==> config.mk <==
export PLATFORM = sky130hd
export DESIGN_NAME = bbe_binom
export DESIGN_NICKNAME = d
export VERILOG_FILES = /design/src/rtl/bbe_pkg.sv /design/src/rtl/bbe_binom.sv
export SDC_FILE = /design/constraint.sdc
export NUM_CORES = 1
export LEC_CHECK = 0
export ABC_AREA = 1
export ABC_CLOCK_PERIOD_IN_PS = 13800
export BUFFER_PORTS_ARGS = -buffer_cell sky130_fd_sc_hd__buf_4
export CAP_MARGIN = 20
export CORE_MARGIN = 2
export CORE_UTILIZATION = 55
export DETAILED_ROUTE_END_ITERATION = 10
export HOLD_SLACK_MARGIN = 0.06
export PLACE_DENSITY_LB_ADDON = 0.2
export SLEW_MARGIN = 20
export SYNTH_ARGS = -nofsm -noshare
export SYNTH_HDL_FRONTEND = slang
export SYNTH_SLANG_ARGS = --single-unit
export TNS_END_PERCENT = 30
==> constraint.sdc <==
create_clock -name clk -period 13.8 [get_ports clk]
set_input_delay 0 -clock clk [delete_from_list [all_inputs] [get_ports clk]]
set_output_delay 0 -clock clk [all_outputs]
set_load 0.1 [all_outputs]
==> src/rtl/bbe_pkg.sv <==
package bbe_pkg;

  // Field widths fixed by the item format
  localparam int DEG_W      = 4;
  localparam int CELL_IDX_W = 5;
  localparam int NUM_N      = 1 << DEG_W;
  // C(15,7) = 6435 is the largest coefficient a 4-bit degree can reach
  localparam int BINOM_W    = 13;

  typedef logic [DEG_W-1:0] deg_t;

  // Control that travels alongside each item through the chain
  typedef struct packed {
    logic valid;
    deg_t degree;
    deg_t basis_index;
    logic index_error;
  } bbe_ctl_t;

  typedef logic [NUM_N-1:0][NUM_N-1:0][BINOM_W-1:0] binom_tab_t;

  // Build Pascal's triangle; entries with k above n stay zero
  function automatic binom_tab_t build_binom();
    binom_tab_t tab;
    tab = '0;
    for (int n = 0; n < NUM_N; n++) begin
      tab[n][0] = BINOM_W'(1);
      for (int k = 1; k <= n; k++) begin
        tab[n][k] = tab[n-1][k-1] + tab[n-1][k];
      end
    end
    return tab;
  endfunction

  localparam binom_tab_t BINOM_TAB = build_binom();

endpackage

==> src/rtl/bbe_binom.sv <==
module bbe_binom
  import bbe_pkg::*;
#(
  parameter int FRAC_BITS = 16
) (
  input  logic               clk,
  input  logic               rst_n,
  input  logic               advance,
  input  bbe_ctl_t           ctl_i,
  input  logic [FRAC_BITS:0] acc_i,
  output logic               out_valid,
  output logic [FRAC_BITS:0] out_value,
  output logic               out_error
);

  localparam int PROD_W = FRAC_BITS + 1 + BINOM_W;
  localparam logic [PROD_W-1:0] ONE_P = PROD_W'(1) << FRAC_BITS;

  logic               valid_r;
  logic               err_r;
  logic [PROD_W-1:0]  prod_r;
  logic [PROD_W-1:0]  prod_nxt;
  logic               out_valid_r;
  logic               out_err_r;
  logic [FRAC_BITS:0] out_value_r;
  logic [FRAC_BITS:0] value_nxt;

  // Scale by the coefficient; a bad index reads zero from the table
  always_comb begin
    prod_nxt = acc_i * BINOM_TAB[ctl_i.degree][ctl_i.basis_index];
    if (prod_r > ONE_P) begin
      value_nxt = ONE_P[FRAC_BITS:0];
    end else begin
      value_nxt = prod_r[FRAC_BITS:0];
    end
    if (err_r) begin
      value_nxt = '0;
    end
  end

  always_ff @(posedge clk) begin
    if (!rst_n) begin
      valid_r     <= 1'b0;
      out_valid_r <= 1'b0;
    end else if (advance) begin
      valid_r     <= ctl_i.valid;
      out_valid_r <= valid_r;
    end
  end

  // Register the product, then the saturated result
  always_ff @(posedge clk) begin
    if (advance) begin
      prod_r      <= prod_nxt;
      err_r       <= ctl_i.index_error;
      out_value_r <= value_nxt;
      out_err_r   <= err_r;
    end
  end

  assign out_valid = out_valid_r;
  assign out_value = out_value_r;
  assign out_error = out_err_r;

endmodule

**Word level (Yosys, flattened, before mapping)**

Memories as Yosys holds them, arrays and structs flattened.
Index checks and enable logic that the tools add are counted.
W data, S select, Z words.

- Register bits after elaboration: 51
- Memory bits (read-only): 3,328
- Word-level logic and storage cells: 17
- Memories: 1

- Multipliers: 1
- $lt $le $gt $ge: 3
- Muxes and demuxes: 4
- Reductions and logical operators: 1

Memories:

| memory | words | width | read ports | clocked after memory_dff | wr ports | RTL line | source |
|---|---|---|---|---|---|---|---|
| (name not given) | 16 | 208 | 1 | 0 | 0 | bbe_binom.sv:30 | `prod_nxt = acc_i * BINOM_TAB[ctl_i.degree][ctl_i.basis_index];` |

Operators by type and width:

| cell | number |
|---|---|
| $mux W208 | 1 |
| $bmux W13 S4 | 1 |
| $gt A30 B17 Y1 const B | 1 |
| $mul A17 B13 Y30 | 1 |
| $mux W17 | 1 |
| $mux W13 | 1 |
| $lt A4 B5 Y1 const B | 2 |
| $reduce_or A2 Y1 | 1 |

**Depth between registers and ports, before layout**

- Word-level depth: 5
- Depth in mapped cells: 33
- Mapped depth without buffers: 32

**Worst setup path before layout**

No wires, ideal clock.

- Path type: input to register
- Start point: input ctl_i[6] (netlist name)
- End point: register prod_r[20], data pin
- Library setup time: 0.259 ns
- Arrival time: 5.024 ns
- Data required time: 13.541 ns
- Setup slack: 8.517 ns
- Cell stages on the path: 28
- Buffers on the path: 1
- Cell sequence: inv_1 ha_1 nand2_1 nand2_1 nand2_1 nand2_1 nand3_1 nand2_1 nand2_2 buf_6 a21oi_2 fa_1 inv_1 fa_1 inv_1 fa_1 fa_1 inv_1 fa_1 inv_1 ha_1 a21oi_1 nor2_1 nor2_1 nand2_1 nand2_1 nand3_1 xor2_1

- Word-level cells in the longest chain between the ends: 5

RTL lines:

| what | RTL line | source |
|---|---|---|
| start, declared | bbe_binom.sv:9 | `input bbe_ctl_t ctl_i,` |
| $mem_v2 Z16 W208 | -- |  |
| $mux W208 (not written as such) | bbe_binom.sv:30 |  |
| $bmux W13 S4 | bbe_binom.sv:30 |  |
| $mux W13 (not written as such) | bbe_binom.sv:30 |  |
| $mul A17 B13 Y30 | bbe_binom.sv:30 |  |
| via prod_nxt[20] | bbe_binom.sv:22 | `logic [PROD_W-1:0] prod_nxt;` |
| end signal, assigned | bbe_binom.sv:54 | `prod_r <= prod_nxt;` |
| end, declared | bbe_binom.sv:21 | `logic [PROD_W-1:0] prod_r;` |

The timed path passes the listed nets, and every way through them passes these cells. The select of a mux whose other input is x is not followed.
A chain may end at the register's enable or synchronous reset.

**Worst setup path in the final report**

- Start point: input ctl_i[6] (netlist name)
- End point: register prod_r[24], data pin

Same word-level chain as after synthesis.

==> metrics.txt <==
# TYPE chip_impl_metric gauge
chip_impl_info{name="result_of_the_run",value="finished, final reports clean"} 1
chip_impl_metric{name="clkLatencyLatePin",unit="ns"} 0.29
chip_impl_metric{name="fp.dieArea",unit="sq um"} 21260
chip_impl_metric{name="post_route_cells_drive_above_1_share",unit=""} 0.06897
chip_impl_metric{name="final_setup_tns",unit="ns"} 0
chip_impl_info{name="rsz_0062_raised_after_global_routing",value="no"} 1
chip_impl_metric{name="gp_routability_congestion",unit=""} 1.053
chip_impl_metric{name="reg2reg_setup_slack",unit="ns"} 11.82
chip_impl_metric{name="ir_drop",unit="mV"} 0.1132
chip_impl_metric{name="synth_sequential_area_ratio",unit=""} 0.1367
chip_impl_metric{name="ys_ff_latch",unit=""} 51
chip_impl_metric{name="post-route-min-period",unit="ns"} 6.640
chip_impl_metric{name="synth.avg_cell_area",unit="sq um"} 7.550
chip_impl_metric{name="max_clock_freq",unit="MHz"} 150.6
chip_impl_metric{name="switchingPower",unit="uW"} 1263
chip_impl_info{name="hold_path.class",value="in2reg"} 1
chip_impl_metric{name="finClkSkew",unit="ns"} 0.004614
chip_impl_info{name="grt_most_used_layer",value="met2"} 1
chip_impl_metric{name="start_util",unit=""} 0.5646
chip_impl_metric{name="cts_sinks",unit=""} 51
chip_impl_metric{name="timing.slew.headroom",unit=""} 0.5009
chip_impl_metric{name="detail_route.iter0.violations",unit=""} 893
chip_impl_metric{name="clockBufferDepth",unit=""} 2
chip_impl_metric{name="globalRoute.totalOverflow",unit=""} 0
chip_impl_metric{name="h-tree-depth",unit=""} 2
chip_impl_metric{name="antenna_cells",unit=""} 0
chip_impl_info{name="path_class",value="in2reg"} 1
chip_impl_metric{name="worst_setup_hold_path_clk_slew",unit="ns"} 0.06
chip_impl_metric{name="worst_pin_slew",unit="ns"} 0.7459
chip_impl_metric{name="area_growth",unit="%"} 5.305
chip_impl_metric{name="arrival",unit="ns"} 6.68
chip_impl_metric{name="vias_per_cell",unit=""} 5.689
chip_impl_info{name="tritoncts",value="done"} 1
chip_impl_metric{name="fin_crit_sh",unit=""} 0.4811
chip_impl_info{name="clock_tree_root",value="sky130_fd_sc_hd__clkbuf_16"} 1
chip_impl_metric{name="pwr_density_cell",unit="nW/um^2"} 193.5
chip_impl_metric{name="chip_height",unit="microns"} 145.8
chip_impl_metric{name="final-setup-viol-count",unit=""} 0
chip_impl_metric{name="via_count",unit=""} 9922
chip_impl_metric{name="required",unit="ns"} 13.84
chip_impl_metric{name="synth_edf_count",unit=""} 49
chip_impl_metric{name="gr-usage-met1",unit=""} 0.3835
chip_impl_metric{name="cts_resized",unit=""} 0
chip_impl_metric{name="grt_pass1_wl",unit="mm"} 52.18
chip_impl_metric{name="utilization",unit=""} 0.5946
chip_impl_metric{name="drc",unit=""} 0
chip_impl_metric{name="final-max-slew-violation-count",unit=""} 0
chip_impl_metric{name="power.share.sequential",unit=""} 0.133
chip_impl_metric{name="post-synth-top-area-fraction",unit=""} 0.2986
chip_impl_metric{name="detailedPlacementHpwl",unit="mm"} 26.34
chip_impl_metric{name="design.final.nets",unit=""} 1760
chip_impl_metric{name="ys_warn_count",unit=""} 0
chip_impl_metric{name="detailedRoute.firstPassIterationCount",unit=""} 8
chip_impl_metric{name="grt_max_degree",unit=""} 53
chip_impl_metric{name="total_leakage_power",unit="uW"} 0.006135
chip_impl_metric{name="filler_cell_count",unit=""} 1860
chip_impl_metric{name="syn-instance-count",unit=""} 1465
chip_impl_info{name="setup.worst_path.start_class",value="primary input"} 1
chip_impl_metric{name="numPortBuffers",unit=""} 48
chip_impl_metric{name="post-route-worst-setup-slack",unit="ns"} 7.160
chip_impl_metric{name="rows",unit=""} 51
chip_impl_metric{name="synth.net_count",unit=""} 1747
chip_impl_metric{name="internal-power",unit="uW"} 990.9
chip_impl_metric{name="cap_violations",unit=""} 0
chip_impl_metric{name="synthArstFlopShare",unit=""} 0
chip_impl_metric{name="synth.lib_cells_used.distinct",unit=""} 46
chip_impl_metric{name="grtUsageMet2",unit=""} 0.5292
chip_impl_metric{name="syn-cell-area",unit="sq um"} 11060
chip_impl_metric{name="path_max_fanout",unit=""} 13
chip_impl_info{name="ys_top_cells_by_area",value="sky130_fd_sc_hd__fa_1 (30%), sky130_fd_sc_hd__edfxtp_1 (13%), sky130_fd_sc_hd__inv_1 (10%)"} 1
chip_impl_metric{name="boundaryPins",unit=""} 49
chip_impl_metric{name="drt-total-wl",unit="mm"} 32.14
chip_impl_info{name="synth_top_cell_by_area",value="sky130_fd_sc_hd__fa_1"} 1
chip_impl_metric{name="first_global_vias",unit=""} 10100
chip_impl_metric{name="place_worst_setup_slack",unit="ns"} 7.061
chip_impl_metric{name="core-area",unit="sq um"} 19590
chip_impl_info{name="critPathCaptureType",value="flip-flop"} 1
chip_impl_metric{name="track_usage",unit=""} 0.3076
chip_impl_metric{name="power.share.switching",unit=""} 0.5604
chip_impl_metric{name="die_width",unit="microns"} 145.8
chip_impl_metric{name="power.combinational.fraction",unit=""} 0.815
chip_impl_metric{name="grt_util_met3",unit=""} 0.05455
chip_impl_info{name="synthFlopType",value="sky130_fd_sc_hd__edfxtp_1"} 1
chip_impl_metric{name="report.final.hold_viol_count",unit=""} 0
chip_impl_metric{name="numCtsBuffers",unit=""} 5
chip_impl_metric{name="drt.antenna.violating_nets",unit=""} 0
chip_impl_metric{name="routedWlPerCell",unit="microns"} 18.43
chip_impl_metric{name="antenna_found_initial",unit=""} 0
chip_impl_metric{name="power_frac_clock",unit=""} 0.052
[layer usage]
layer,part of all wire,vias to the layer above
met1,0.38,4741
met5,0,-
met3,0.090,102
met4,0.045,0
li1,-,4536
met2,0.48,543
[what timing repair did]
action / CTS / global route
hold buffers: 4 / 0
setup buffers: 0 / 0
hold endpoints to repair: 3 / 0
[synthesized netlist by cell type (all sizes together), types with 2 or more instances]
cell and count:
nor4 3, a21oi 76, o21ai 35, nand4 20
nor2 175, nand2 318, nand3b 2, nand3 120
ha 87, inv 319, buf 42, fa 165
dfxtp 2, xnor2 5, edfxtp 49, o21bai 4
clkinv 5, xor2 10, a31oi 2, nor3 3
o211ai 10, clkbuf 4
[final timing paths]
check	startpoint	end	cells after the start
setup / recovery	ctl_i[6]	prod_r[24]$_DFFE_PP_	25
setup reg to reg	prod_r[19]$_DFFE_PP_	out_value[7]$_SDFFCE_PP0P_	4
hold reg to reg	valid_r$_SDFFE_PN0P_	out_valid$_SDFFE_PN0P_	2
hold / removal	advance	out_value[0]$_SDFFCE_PP0P_	1
[cells in the final DEF (no fill, tap or decap), types with 2 or more instances in the layout]
| cell | count |
|---|---|
| sky130_fd_sc_hd__o21ai_2 | 3 |
| sky130_fd_sc_hd__o21ai_1 | 8 |
| sky130_fd_sc_hd__nor2_2 | 3 |
| sky130_fd_sc_hd__nor3_1 | 2 |
| sky130_fd_sc_hd__xnor2_1 | 5 |
| sky130_fd_sc_hd__xor2_1 | 10 |
| sky130_fd_sc_hd__nor4_1 | 3 |
| sky130_fd_sc_hd__fa_1 | 165 |
| sky130_fd_sc_hd__a21oi_2 | 11 |
| sky130_fd_sc_hd__o21ai_0 | 24 |
| sky130_fd_sc_hd__edfxtp_1 | 49 |
| sky130_fd_sc_hd__clkbuf_16 | 5 |
| sky130_fd_sc_hd__a31oi_1 | 2 |
| sky130_fd_sc_hd__nand2_2 | 11 |
| sky130_fd_sc_hd__a21oi_1 | 65 |
| sky130_fd_sc_hd__nand3b_1 | 2 |
| sky130_fd_sc_hd__nand4_1 | 19 |
| sky130_fd_sc_hd__dfxtp_1 | 2 |
| sky130_fd_sc_hd__nand3_2 | 3 |
| sky130_fd_sc_hd__nand3_1 | 116 |
| sky130_fd_sc_hd__o211ai_1 | 10 |
| sky130_fd_sc_hd__dlygate4sd3_1 | 4 |
| sky130_fd_sc_hd__buf_4 | 48 |
| sky130_fd_sc_hd__clkinv_1 | 5 |
| sky130_fd_sc_hd__inv_1 | 309 |
| sky130_fd_sc_hd__nand2_1 | 306 |
| sky130_fd_sc_hd__o21bai_1 | 4 |
| sky130_fd_sc_hd__nor2_1 | 172 |
| sky130_fd_sc_hd__ha_1 | 87 |
| sky130_fd_sc_hd__inv_2 | 10 |
[worst max-delay path, stage by stage]
cell and delay, ns:
sky130_fd_sc_hd__buf_4 0.17, sky130_fd_sc_hd__inv_1 0.25, sky130_fd_sc_hd__ha_1 0.35, sky130_fd_sc_hd__nand2_1 0.12, sky130_fd_sc_hd__nor2_1 0.34, sky130_fd_sc_hd__nand2_1 0.14
sky130_fd_sc_hd__o211ai_1 0.11, sky130_fd_sc_hd__nand3_1 0.09, sky130_fd_sc_hd__nand3_1 0.48, sky130_fd_sc_hd__nand2_1 0.39, sky130_fd_sc_hd__nor2_1 0.25, sky130_fd_sc_hd__fa_1 0.45
sky130_fd_sc_hd__fa_1 0.58, sky130_fd_sc_hd__fa_1 0.43, sky130_fd_sc_hd__fa_1 0.49, sky130_fd_sc_hd__inv_1 0.05, sky130_fd_sc_hd__fa_1 0.47, sky130_fd_sc_hd__inv_1 0.04
sky130_fd_sc_hd__ha_1 0.37, sky130_fd_sc_hd__nand2_1 0.11, sky130_fd_sc_hd__nor2_1 0.22, sky130_fd_sc_hd__nor3b_1 0.35, sky130_fd_sc_hd__nand3_1 0.20, sky130_fd_sc_hd__nand4_1 0.13
sky130_fd_sc_hd__nand2_1 0.07
[metrics by stage]
step | cells | instance area [sq um] | hold slack (ns) | power (uW)
finish | 1744 | 11650 | 0.2503 | 2254
global placement | 1732 | 11470 | 0.1817 | 2077
CTS | 1744 | 11650 | 0.2589 | 2233
detailed placement | 1732 | 11470 | 0.1812 | 2107
global route | 1744 | 11650 | 0.2812 | 2518
floorplan | 1465 | 11060 | 0.09887 | 1663
[registers in the layout, summed over array words and instances (netlist names)]
name and count:
prod_r 30, out_value 17, err_r 1, out_error 1
out_valid 1, valid_r 1
[final cells by class]
class,instances,area (sq um),share of cell area
clock inverters,2,12.51,0.001074
well taps,265,331.6,0.02847
flip-flops and latches,51,1511,0.1298
clock buffers,6,128.9,0.01106
inverters,324,1217,0.1045
multi-input cells,1044,8045,0.6907
repair buffers,52,400.4,0.03438
[cell families (layout without fill, tap and decap cells)]
group,after synthesis,count (layout),synth area share
simple gates,644,644,0.2479
buf+inv,370,384,0.1360
fa+ha+maj,252,252,0.3971
compound gates,133,133,0.07059
flops,51,51,0.1367
xor+xnor,15,15,0.01188
[power by group through the flow]
| stage | clock network, uW | registers [uW] | logic [uW] |
|---|---|---|---|
| global route | 123 | 306 | 2090 |
| floorplan | 0 | 314 | 1350 |
| CTS | 119 | 301 | 1810 |
| detailed placement | 0 | 304 | 1800 |
| finish | 117 | 301 | 1840 |
| global placement | 0 | 302 | 1770 |
Note: power is estimated with default switching activity, not from simulation.
