<file path="config.mk">
export PLATFORM = sky130hd
export DESIGN_NAME = bbe_cell
export DESIGN_NICKNAME = d
export VERILOG_FILES = /design/src/rtl/bbe_pkg.sv /design/src/rtl/bbe_cell.sv
export SDC_FILE = /design/constraint.sdc
export NUM_CORES = 1
export LEC_CHECK = 0
export BUFFER_PORTS_ARGS = -buffer_cell sky130_fd_sc_hd__buf_2
export CAP_MARGIN = 0
export CORE_MARGIN = 2
export CORE_UTILIZATION = 50
export CTS_BUF_LIST = sky130_fd_sc_hd__clkbuf_8
export CTS_CLUSTER_DIAMETER = 150
export DETAILED_ROUTE_END_ITERATION = 16
export PLACE_DENSITY = 0.69
export SYNTH_ARGS = -nofsm -noshare
export SYNTH_HDL_FRONTEND = slang
export SYNTH_SLANG_ARGS = --single-unit
</file>
<file path="constraint.sdc">
create_clock -name clk -period 13.5 [get_ports clk]
set_input_delay 2.025 -clock clk [delete_from_list [all_inputs] [get_ports clk]]
set_output_delay 2.025 -clock clk [all_outputs]
set_load 0.05 [all_outputs]
</file>
<file path="src/rtl/bbe_pkg.sv">
package bbe_pkg;

  // Field widths fixed by the item format
  localparam int DEG_W      = 4;
  localparam int CELL_IDX_W = 5;
  localparam int NUM_N      = 1 << DEG_W;
  // C(15,7) = 6435 is the largest coefficient a 4-bit degree can reach
  localparam int BINOM_W    = 13;

  typedef logic [DEG_W-1:0] deg_t;

  // Control that travels alongside each item through the chain
  typedef struct packed {
    logic valid;
    deg_t degree;
    deg_t basis_index;
    logic index_error;
  } bbe_ctl_t;

  typedef logic [NUM_N-1:0][NUM_N-1:0][BINOM_W-1:0] binom_tab_t;

  // Build Pascal's triangle; entries with k above n stay zero
  function automatic binom_tab_t build_binom();
    binom_tab_t tab;
    tab = '0;
    for (int n = 0; n < NUM_N; n++) begin
      tab[n][0] = BINOM_W'(1);
      for (int k = 1; k <= n; k++) begin
        tab[n][k] = tab[n-1][k-1] + tab[n-1][k];
      end
    end
    return tab;
  endfunction

  localparam binom_tab_t BINOM_TAB = build_binom();

endpackage

</file>
<file path="src/rtl/bbe_cell.sv">
module bbe_cell
  import bbe_pkg::*;
#(
  parameter int FRAC_BITS = 16,
  parameter int CELL_IDX  = 0
) (
  input  logic               clk,
  input  logic               rst_n,
  input  logic               advance,
  input  bbe_ctl_t           ctl_i,
  input  logic [FRAC_BITS:0] pos_i,
  input  logic [FRAC_BITS:0] acc_i,
  output bbe_ctl_t           ctl_o,
  output logic [FRAC_BITS:0] pos_o,
  output logic [FRAC_BITS:0] acc_o
);

  localparam logic [CELL_IDX_W-1:0] IDX = CELL_IDX_W'(CELL_IDX);
  localparam logic [FRAC_BITS:0]    ONE = (FRAC_BITS+1)'(1) << FRAC_BITS;

  bbe_ctl_t               ctl_r;
  logic [FRAC_BITS:0]     pos_r;
  logic [FRAC_BITS:0]     acc_r;
  logic [FRAC_BITS:0]     acc_nxt;
  logic [FRAC_BITS:0]     factor;
  logic [2*FRAC_BITS+1:0] prod;
  logic                   use_u;
  logic                   active;

  // Pick u for the first k steps, 1-u for the next n-k, pass beyond n
  always_comb begin
    use_u   = {1'b0, ctl_i.basis_index} > IDX;
    active  = {1'b0, ctl_i.degree} > IDX;
    factor  = use_u ? pos_i : (ONE - pos_i);
    prod    = acc_i * factor;
    acc_nxt = active ? prod[2*FRAC_BITS:FRAC_BITS] : acc_i;
  end

  // Advance control and payload to the neighbour; only the valid flag needs reset
  always_ff @(posedge clk) begin
    if (!rst_n) begin
      ctl_r.valid <= 1'b0;
    end else if (advance) begin
      ctl_r.valid <= ctl_i.valid;
    end
    if (advance) begin
      ctl_r.degree      <= ctl_i.degree;
      ctl_r.basis_index <= ctl_i.basis_index;
      ctl_r.index_error <= ctl_i.index_error;
      pos_r             <= pos_i;
      acc_r             <= acc_nxt;
    end
  end

  assign ctl_o = ctl_r;
  assign pos_o = pos_r;
  assign acc_o = acc_r;

endmodule

</file>
== After elaboration in Yosys (flattened, before gate mapping) ==
Index checks and enable logic that the tools add are counted.

* $mul: 1
* Add/subtract/negate cells: 1
* Multiplexer cells: 2
* Magnitude comparators: 2

{| class="wikitable"
|+ Operator list
! operator !! number
|-
| 17-bit two-way mux || 2
|-
| 17-bit by 17-bit multiplier with 33-bit output || 1
|-
| 17-bit subtractor, first input constant || 1
|-
| 4-bit by 1-bit greater-than comparator with 1-bit output, second input constant || 2
|}

* Output and inout port bits: 44
* Flip-flop bits (word level): 44
* Logic and storage cells: 12

== Logic depth before layout (Yosys ltp) ==
Gate-level depths: netlist (run 1).

* Depth after elaboration: 4
* Mapped depth: 32
* Mapped depth without buffers: 30

== Least setup slack after synthesis (run 1) ==
OpenSTA, ideal clock, no wires.

* Path type: input to register
* Start: input port pos_i[0]
* End: register acc_r[16], in the netlist acc_o[16], data pin
* Buffers on the path: 2
* Setup time: 0.271 ns
* Cell stages on the path: 30
* Arrival: 9.003 ns
* Slack: 4.226 ns
* Required time: 13.229 ns
* Cells stage by stage: clkbuf_1 -> inv_2 -> ha_1 -> nand2_1 -> or4_1 -> nor3b_1 -> nor2_1 -> xor2_1 -> clkbuf_1 -> nand2_1 -> fa_1 -> inv_1 -> fa_1 -> fa_1 -> fa_1 -> fa_1 -> inv_1 -> fa_1 -> inv_1 -> ha_1 -> and2_1 -> o2111a_1 -> o31ai_1 -> a31oi_2 -> a221o_2 -> a21oi_4 -> o311a_1 -> a211oi_2 -> mux2i_1 -> a21oi_1

* Longest elaborated chain between the ends: 4

{| class="wikitable"
|+ RTL lines
! item !! line !! source
|-
| from (decl) || bbe_cell.sv:11 || <nowiki>input logic [FRAC_BITS:0] pos_i,</nowiki>
|-
| 17-bit subtractor || bbe_cell.sv:34 || <nowiki>factor = use_u ? pos_i : (ONE - pos_i);</nowiki>
|-
| 17-bit two-way mux (*) || bbe_cell.sv:34 ||
|-
| 17-bit by 17-bit multiplier with 33-bit output (*) || bbe_cell.sv:35 || <nowiki>prod = acc_i * factor;</nowiki>
|-
| 17-bit two-way mux (*) || bbe_cell.sv:36 || <nowiki>acc_nxt = active ? prod[2*FRAC_BITS:FRAC_BITS] : acc_i;</nowiki>
|-
| via acc_nxt[16] || bbe_cell.sv:24 || <nowiki>logic [FRAC_BITS:0] acc_nxt;</nowiki>
|-
| to (signal assigned) || bbe_cell.sv:51 || <nowiki>acc_r <= acc_nxt;</nowiki>
|-
| to (decl) || bbe_cell.sv:23 || <nowiki>logic [FRAC_BITS:0] acc_r;</nowiki>
|}

The timed path passes the listed nets; every way through them passes the cells marked *.
A chain may end at the register's enable or synchronous reset.

== Worst setup path after layout (run 1) ==
Ends and elaborated chain as after synthesis.

==> run summary, run 1 <==
Worst Path Buf+Inv -> 5
Seq cells post-synth -> 44
Ys async rst share -> 0%
Share of cells above drive strength 1 -> 10.3%
Post-route ant nets -> 0
Hold path start -> ctl_o[9]
Cts hold-fix bufs -> 0
Synth top cells by count -> 284 x inv_1, 221 x fa_1, 201 x nand2_1
First-pass GRT wire length -> 45100 µm
Reg2reg path depth -> 2
Worst-Skew Late Latency -> 0.31 ns
Yosys warning count -> 0
# fillers -> 1927
Clock Tree Root -> clkbuf_8
Final WL -> 27600 µm
WP data arrival -> 9.93 ns
Hold path depth -> 2
Top-count cell post-synth -> inv_1
Synth area leader -> fa_1
Max-cap violations -> 0
Die Y -> 151 µm
HP Class -> flip-flop to flip-flop
Startpoint types -> input port
Crit. End Element -> flip-flop
Max Clk Rate -> 101 MHz
Die X -> 151 µm
Main synth FF type -> edfxtp_1
RR Endpoint -> ctl_o[9]
Overall Global Routing Usage -> 26.2%
Rows -> 53
CTS clock-pin slew for the worst setup and hold paths -> 0.10 ns
Status -> completed
Reg2Reg Setup Slack -> 12.90 ns
Pin count of the biggest net entering global routing -> 45
Gr ovfl total -> 0
Worst setup path startpoint -> pos_i[0]
Drc violations -> 0
TritonCTS sink count -> 44
Slew Limit Fails -> 0
Fin. Hold Viols -> 0
Core ar. -> 21100 µm²
Setup Buffers After CTS -> 0
Min cycle time layout -> 9.89 ns
CP most frequent cell -> fa_1
Slowest cell delay on critical path -> 0.81 ns
Fin crit share -> 73.3%
Vias in the first global route -> 8584
Crit-path slowest cell -> xor2_1
Worst EP required -> 13.54 ns
GP Congestion -> 0.900
Port bufs -> 90
Ant diodes -> 0
Post-cts resize count -> 0
WHS Endpoint -> ctl_o[9]
Initial antenna violation count -> 0
Syn Inst Count -> 1174
Die area -> 22800 µm²
Clk buf depth -> 2
Worst Skew -> 0 ns
Ranking of synthesized cells by area -> fa_1 41%, edfxtp_1 12%, ha_1 12%
Top delay family on crit path -> adder cells
H-tree Lvls -> 2
Mapped Area -> 10800 µm²
Setup TNS Final -> 0 ns
Vias per cell -> 5.34
Final setup viols -> 0
Reg2reg start -> ctl_o[9]
Number of CTS-inserted buffers -> 5
Final net count -> 1611
Area grow syn2layout -> 8.19%
TritonRoute pass-1 iters -> 5
DR WL/cell -> 18.2 µm
Half-perimeter wire length after placement -> 21100 µm
RSZ-0062 raised after global routing -> false
I/O pin cnt -> 91
Register area share after synthesis -> 12.1%
Iter 0 DRT Violations -> 591
Top-area cell type share of the netlist area -> 40.9%
Syn Area/Cell -> 9.20 µm²
EDFF count, synth -> 43
Mapped Nets -> 1545
Via Count -> 8098
WS Path Type -> input port to flip-flop
Initial Utilization -> 51.2%
CTS tree -> done
Slew Limit Headroom -> 19.8%
Synth cell types -> 51
Final Util -> 55.4%
Crit path max fanout -> 19
Slew @ Worst Pin -> 1.20 ns
## final cells by class
class | instances | area, µm² | share of cell area (%)
clock inverter | 3 | 46.3 | 0.396
multi-input combinational | 796 | 8270 | 70.7
timing repair buffer | 107 | 578 | 4.94
tap | 275 | 344 | 2.94
inverter | 286 | 1070 | 9.18
sequential | 44 | 1310 | 11.2
clock buffer | 5 | 68.8 | 0.589
## how the worst max path moves through the flow
stage               depth (start not counted)         to  slack (ns)
floorplan                                  30  acc_o[16]        4.23
global placement                           29  acc_o[16]        3.52
detailed placement                         29  acc_o[16]        3.33
CTS                                        29  acc_o[16]        3.58
global route                               30  acc_o[16]        3.30
finish                                     29  acc_o[16]        3.61
## sequential cells by signal, indices dropped and copies added, names as in the netlist
register / count
pos_o: 17
ctl_o: 10
acc_o: 17
## metrics by stage
step | setup WS, ns | instances | cell area [µm²] | hold WS, ns
2_1_floorplan | 4.23 | 1174 | 10800 | 0.743
3_3_place_gp | 3.52 | 1508 | 11600 | 0.499
3_5_place_dp | 3.33 | 1508 | 11600 | 0.508
4_1_cts | 3.58 | 1516 | 11700 | 0.527
5_1_grt | 3.30 | 1516 | 11700 | 0.555
6_report | 3.61 | 1516 | 11700 | 0.529
## tightest hold or removal path: stages, from the launching register on
cell,delay (ns)
dfxtp_1,0.32
mux2i_1,0.12
nor2b_1,0.06
## layout by cell type, fill, tap and decap left out, types with 2 or more instances in the layout
cell,synthesis,final
and3_1,4,4
inv_2,2,2
nor3_1,4,4
clkbuf_8,0,5
a21boi_0,2,2
ha_1,103,103
a21oi_1,29,29
fa_1,221,221
inv_1,284,284
buf_2,1,90
xor2_1,15,14
o31ai_1,4,4
xnor2_2,0,2
and2_1,100,100
o41ai_1,3,3
or4_1,4,4
nor2_1,23,23
a31oi_1,2,2
xnor2_1,19,17
buf_4,0,17
a21o_1,5,5
mux2i_1,2,2
o21bai_1,2,2
o21ai_0,3,3
nor2b_1,3,3
o211ai_1,2,2
nand3_1,7,7
edfxtp_1,43,43
o21ai_1,13,13
nand2_1,201,201
nor4_1,5,4
## cell families (layout without fill, tap and decap cells)
family,after synthesis,count (layout),synth area share (%)
flops,44,44,12.1
simple gates,358,358,15.5
fa+ha+maj,324,324,52.9
mux,2,2,0.185
xor+xnor,35,35,3.01
compound gates,77,77,4.69
buf+inv,334,401,11.6
## per-layer routing
layer	global-route usage, %	vias to the layer above	wire length, µm
met5	0	-	0
met3	2.50	84	1810
met4	8.22	0	972
met2	46.1	292	13800
li1	-	3627	-
met1	34.2	4095	11000
Power of run 1 is left out: the tool's default activity adds up to more than one toggle a clock period on the data nets, which glitch-free logic cannot reach.
==> run 2: changes to the inputs <==
- clock period: 13.5 -> 10.1 ns (I/O delays scaled with it)
==> run summary, run 2 (synthesis results as in run 1) <==
Status -> completed (unchanged)
Vias in the first global route -> 8629 (was 8584)
Drc violations -> 0 (unchanged)
Min cycle time layout -> 9.10 ns
Worst-Skew Late Latency -> 0.30 ns (was 0.31 ns)
Half-perimeter wire length after placement -> 21200 µm (was 21100 µm)
Final WL -> 26700 µm (was 27600 µm)
Die area -> 22800 µm² (unchanged)
WP data arrival -> 9.14 ns (was 9.93 ns)
Worst Skew -> 0 ns (unchanged)
Crit path max fanout -> 19 (unchanged)
WS Path Type -> input port to flip-flop (unchanged)
Pin count of the biggest net entering global routing -> 45 (unchanged)
Overall Global Routing Usage -> 25.3% (was 26.2%)
Vias per cell -> 5.26 (was 5.34)
Clock Tree Root -> clkbuf_8 (unchanged)
Startpoint types -> input port (unchanged)
Slowest cell delay on critical path -> 0.52 ns (was 0.81 ns)
Worst Path Buf+Inv -> 4 (was 5)
Slew @ Worst Pin -> 0.950 ns (was 1.20 ns)
Fin crit share -> 90.1%
RSZ-0062 raised after global routing -> false (unchanged)
Rows -> 53 (unchanged)
Die X -> 151 µm (unchanged)
TritonRoute pass-1 iters -> 6 (was 5)
Worst EP required -> 10.14 ns (was 13.54 ns)
GP Congestion -> 0.867 (was 0.900)
Core ar. -> 21100 µm² (unchanged)
Slew Limit Headroom -> 36.2% (was 19.8%)
Post-route ant nets -> 0 (unchanged)
Area grow syn2layout -> 7.91% (was 8.19%)
Iter 0 DRT Violations -> 445 (was 591)
Commonest non-fill, non-tap cell in the layout -> inv_1 (unchanged)
Initial Utilization -> 51.2% (unchanged)
Post-cts resize count -> 0 (unchanged)
Fin. Hold Viols -> 0 (unchanged)
I/O pin cnt -> 91 (unchanged)
Crit-path slowest cell -> fa_1 (was xor2_1)
Top delay family on crit path -> adder cells (unchanged)
Commonest non-fill, non-tap cells in the layout -> 284 x inv_1, 221 x fa_1, 201 x nand2_1 (unchanged)
Slew Limit Fails -> 0 (unchanged)
HP Class -> flip-flop to flip-flop (unchanged)
Via Count -> 7982 (was 8098)
Cts hold-fix bufs -> 0 (unchanged)
CP most frequent cell -> fa_1 (unchanged)
CTS tree -> done (unchanged)
Share of cells above drive strength 1 -> 10.1% (was 10.3%)
CTS clock-pin slew for the worst setup and hold paths -> 0.09 ns (was 0.10 ns)
Final setup viols -> 0 (unchanged)
Clk buf depth -> 2 (unchanged)
Port bufs -> 90 (unchanged)
Setup Buffers After CTS -> 0 (unchanged)
H-tree Lvls -> 2 (unchanged)
Max-cap violations -> 0 (unchanged)
Number of CTS-inserted buffers -> 5 (unchanged)
Initial antenna violation count -> 2 (was 0)
DR WL/cell -> 17.6 µm (was 18.2 µm)
Die Y -> 151 µm (unchanged)
Max Clk Rate -> 110 MHz
Final net count -> 1612 (was 1611)
Reg2Reg Setup Slack -> 9.51 ns (was 12.90 ns)
Crit. End Element -> flip-flop (unchanged)
# fillers -> 1928 (was 1927)
First-pass GRT wire length -> 44000 µm (was 45100 µm)
Setup TNS Final -> 0 ns (unchanged)
TritonCTS sink count -> 44 (unchanged)
Gr ovfl total -> 0 (unchanged)
-- run 2: area by class of cell --
| cell class | instances | area [µm²] | share of cell area, % |
|---|---|---|---|
| sequential | 44 | 1310 | 11.2 |
| clock buffer | 6 | 82.6 | 0.708 |
| timing repair buffer | 108 | 586 | 5.02 |
| clock inverter | 2 | 15.0 | 0.129 |
| inverter | 286 | 1070 | 9.21 |
| tap | 275 | 344 | 2.95 |
| antenna | 1 | 2.50 | 0.0215 |
| multi-input combinational | 796 | 8250 | 70.7 |
-- run 2: routing by layer --
layer | GRT usage, % | part of all wire (%) | wire, µm | vias to the layer above
met4 | 7.06 | 2.9 | 788 | 0
li1 | - | - | - | 3625
met1 | 31.9 | 40 | 10600 | 4062
met2 | 46.2 | 52 | 13800 | 242
met3 | 2.74 | 5.8 | 1550 | 53
met5 | 0 | 0 | 0 | -
-- run 2: worst paths after layout --
path,from,to,cells after the start
setup reg to reg,ctl_o[9],ctl_o[9],2
hold reg to reg,ctl_o[9],ctl_o[9],2
setup / recovery,pos_i[0],acc_o[16],28
hold / removal,ctl_o[9],ctl_o[9],2
-- run 2: per-stage QoR --
| step | hold slack [ns] | setup slack (ns) | cells | area, µm² | util (%) |
|---|---|---|---|---|---|
| finish | 0.526 | 0.996 | 1518 | 11700 | 55.3 |
| global route | 0.554 | 0.544 | 1517 | 11700 | 55.3 |
| CTS | 0.530 | 1.02 | 1517 | 11700 | 55.3 |
| detailed placement | 0.515 | 0.712 | 1509 | 11600 | 54.8 |
| global placement | 0.498 | 0.839 | 1509 | 11600 | 54.8 |
| floorplan | 0.743 | 1.34 | 1174 | 10800 | - |
-- run 2: worst register-to-register path: stages (launching register included) --
cell and delay, ns:
dfxtp_1 0.31, mux2i_1 0.11, nor2b_1 0.06
Power of run 2 is left out for the same reason.
==> run 3: changes to the inputs <==
- ABC_AREA: not set -> 1
- PLACE_DENSITY: 0.69 -> 0.68
- TNS_END_PERCENT: not set -> 100
- clock period: 10.1 -> 10.6 ns (I/O delays scaled with it)
==> run summary, run 3 <==
Min cycle time layout -> 8.73 ns
Syn Inst Count -> 1520 (was 1174)
Pin count of the biggest net entering global routing -> 46 (was 45)
WHS Endpoint -> ctl_o[9] (unchanged)
Reg2reg path depth -> 2 (unchanged)
I/O pin cnt -> 91 (unchanged)
Syn Area/Cell -> 7.77 µm² (was 9.20 µm²)
Share of cells above drive strength 1 -> 8.79% (was 10.1%)
Reg2reg start -> ctl_o[9] (unchanged)
Port bufs -> 90 (unchanged)
Initial Utilization -> 50.6% (was 51.2%)
Top-count cell post-synth -> nand2_1 (was inv_1)
Worst EP required -> 10.67 ns (was 10.14 ns)
Fin crit share -> 82.4%
Final WL -> 33200 µm (was 26700 µm)
Post-cts resize count -> 0 (unchanged)
Register area share after synthesis -> 11.1% (was 12.1%)
Ant diodes -> 0 (was 1)
Global routing's busiest layer -> met2 (unchanged)
Crit. End Element -> flip-flop (unchanged)
Die X -> 158 µm (was 151 µm)
Synth top cells by count -> 382 x nand2_1, 381 x inv_1, 221 x fa_1 (was 284 x inv_1, 221 x fa_1, 201 x nand2_1)
Initial antenna violation count -> 0 (was 2)
Drc violations -> 0 (unchanged)
Startpoint types -> input port (unchanged)
Slew @ Worst Pin -> 1.16 ns (was 0.950 ns)
Overall Global Routing Usage -> 28.3% (was 25.3%)
TritonRoute pass-1 iters -> 7 (was 6)
Main synth FF type -> edfxtp_1 (unchanged)
Via Count -> 9902 (was 7982)
RR Endpoint -> ctl_o[9] (unchanged)
Max-cap violations -> 0 (unchanged)
Post-route ant nets -> 0 (unchanged)
Setup TNS Final -> 0 ns (unchanged)
Status -> completed (unchanged)
Slew Limit Headroom -> 22.5% (was 36.2%)
Hold path depth -> 2 (unchanged)
Cts hold-fix bufs -> 0 (unchanged)
Core ar. -> 23300 µm² (was 21100 µm²)
Yosys warning count -> 0 (unchanged)
Die Y -> 158 µm (was 151 µm)
GP Congestion -> 0.969 (was 0.867)
Hold path start -> ctl_o[9] (unchanged)
Mapped Area -> 11800 µm² (was 10800 µm²)
Worst-Skew Late Latency -> 0.33 ns (was 0.30 ns)
Commonest non-fill, non-tap cell in the layout -> nand2_1 (was inv_1)
Worst Skew -> 0 ns (unchanged)
Met3 usage -> 5.86% (was 2.74%)
Reg2Reg Setup Slack -> 9.92 ns (was 9.51 ns)
CTS tree -> done (unchanged)
Final net count -> 1951 (was 1612)
Vias per cell -> 5.21 (was 5.26)
TritonCTS sink count -> 44 (unchanged)
Mapped Nets -> 1891 (was 1545)
Commonest non-fill, non-tap cells in the layout -> 382 x nand2_1, 381 x inv_1, 221 x fa_1 (was 284 x inv_1, 221 x fa_1, 201 x nand2_1)
Die area -> 24900 µm² (was 22800 µm²)
Rows -> 56 (was 53)
Ranking of synthesized cells by area -> fa_1 37%, nand2_1 12%, inv_1 12% (was fa_1 41%, edfxtp_1 12%, ha_1 12%)
Clk buf depth -> 2 (unchanged)
Setup Buffers After CTS -> 0 (unchanged)
Met1 GRT Util -> 37.9% (was 31.9%)
Area grow syn2layout -> 6.84% (was 7.91%)
Number of CTS-inserted buffers -> 5 (unchanged)
Top-area cell type share of the netlist area -> 37.4% (was 40.9%)
Vias in the first global route -> 10200 (was 8629)
Seq cells post-synth -> 44 (unchanged)
CTS clock-pin slew for the worst setup and hold paths -> 0.10 ns (was 0.09 ns)
Half-perimeter wire length after placement -> 27400 µm (was 21200 µm)
# fillers -> 2280 (was 1928)
First-pass GRT wire length -> 53200 µm (was 44000 µm)
Fin. Hold Viols -> 0 (unchanged)
Final setup viols -> 0 (unchanged)
EDFF count, synth -> 43 (unchanged)
Max Clk Rate -> 115 MHz
Clock Tree Root -> clkbuf_8 (unchanged)
HP Class -> flip-flop to flip-flop (unchanged)
Synth area leader -> fa_1 (unchanged)
H-tree Lvls -> 2 (unchanged)
DR WL/cell -> 17.5 µm (was 17.6 µm)
WS Path Type -> input port to flip-flop (unchanged)
Crit-path slowest cell -> xor2_1 (was fa_1)
Ys async rst share -> 0% (unchanged)
Synth cell types -> 38 (was 51)
Slew Limit Fails -> 0 (unchanged)
Crit path max fanout -> 13 (was 19)
RSZ-0062 raised after global routing -> false (unchanged)
WP data arrival -> 8.80 ns (was 9.14 ns)
Gr ovfl total -> 0 (unchanged)
M2 GR Usage -> 46.2% (about the same)
Slowest cell delay on critical path -> 0.91 ns (was 0.52 ns)
Iter 0 DRT Violations -> 595 (was 445)
==> run 3: cell types whose count changed after synthesis, sizes merged, moves of 8 or more <==
cell / delta
and2: -98
or2: +9
xnor2: -18
inv: +104
nand3: +43
nand2: +184
nand4: +10
o21bai: +8
nor2: +142
clkbuf: -11
==> run 3: layout make-up <==
type / count / area (µm²) / share of cell area, %
flip-flops and latches: 44 / 1310 / 10.4
multi-input cells: 1040 / 8840 / 70.0
clock inverters: 3 / 46.3 / 0.367
clock buffers: 5 / 68.8 / 0.545
well taps: 319 / 399 / 3.16
repair buffers: 92 / 465 / 3.69
inverters: 397 / 1490 / 11.8
==> run 3: how the worst max path moves through the flow <==
stage	slack, ns	cells after the start	from	to
3_5_place_dp	1.60	29	ctl_i[1]	acc_o[4]
4_1_cts	1.94	29	ctl_i[1]	acc_o[4]
6_report	1.87	29	ctl_i[1]	acc_o[4]
3_3_place_gp	1.63	29	ctl_i[1]	acc_o[4]
2_1_floorplan	3.20	30	pos_i[0]	acc_o[8]
5_1_grt	1.54	29	ctl_i[1]	acc_o[16]
==> run 3: through the flow <==
step | worst slack, ns | instances | hold slack, ns | area (µm²) | util, %
6_report | 1.87 | 1900 | 0.551 | 12600 | 54.1
3_3_place_gp | 1.63 | 1892 | 0.520 | 12500 | 53.6
5_1_grt | 1.54 | 1900 | 0.599 | 12600 | 54.1
3_5_place_dp | 1.60 | 1892 | 0.534 | 12500 | 53.6
4_1_cts | 1.94 | 1900 | 0.553 | 12600 | 54.1
2_1_floorplan | 3.20 | 1520 | 0.753 | 11800 | -
==> run 3: cells by family (layout without fill, tap and decap cells) <==
| logic type | count (synthesis) | count (layout) | share of synthesized area (%) |
|---|---|---|---|
| AO/OA/AOI/OAI | 63 | 63 | 2.88 |
| flip-flops | 44 | 44 | 11.1 |
| adder cells (fa/ha/maj) | 324 | 324 | 48.3 |
| XOR/XNOR | 10 | 10 | 0.932 |
| AND/OR/NAND/NOR | 643 | 643 | 22.6 |
| buffers and inverters | 436 | 497 | 14.1 |
==> run 3: per-layer routing <==
| metal | share of wire [%] | wire [µm] |
|---|---|---|
| met1 | 42 | 13900 |
| met2 | 46 | 15400 |
| met3 | 8.3 | 2760 |
| met4 | 3.5 | 1150 |
| met5 | 0 | 0 |
==> run 3: worst max-delay path, delay by kind of cell <==
kind | cells | cell delay (ns)
fa+ha+maj | 7 | 3.22
simple gates | 13 | 2.08
xor+xnor | 1 | 0.91
buf+inv | 7 | 0.90
compound gates | 1 | 0.09
Power of run 3 is left out for the same reason.
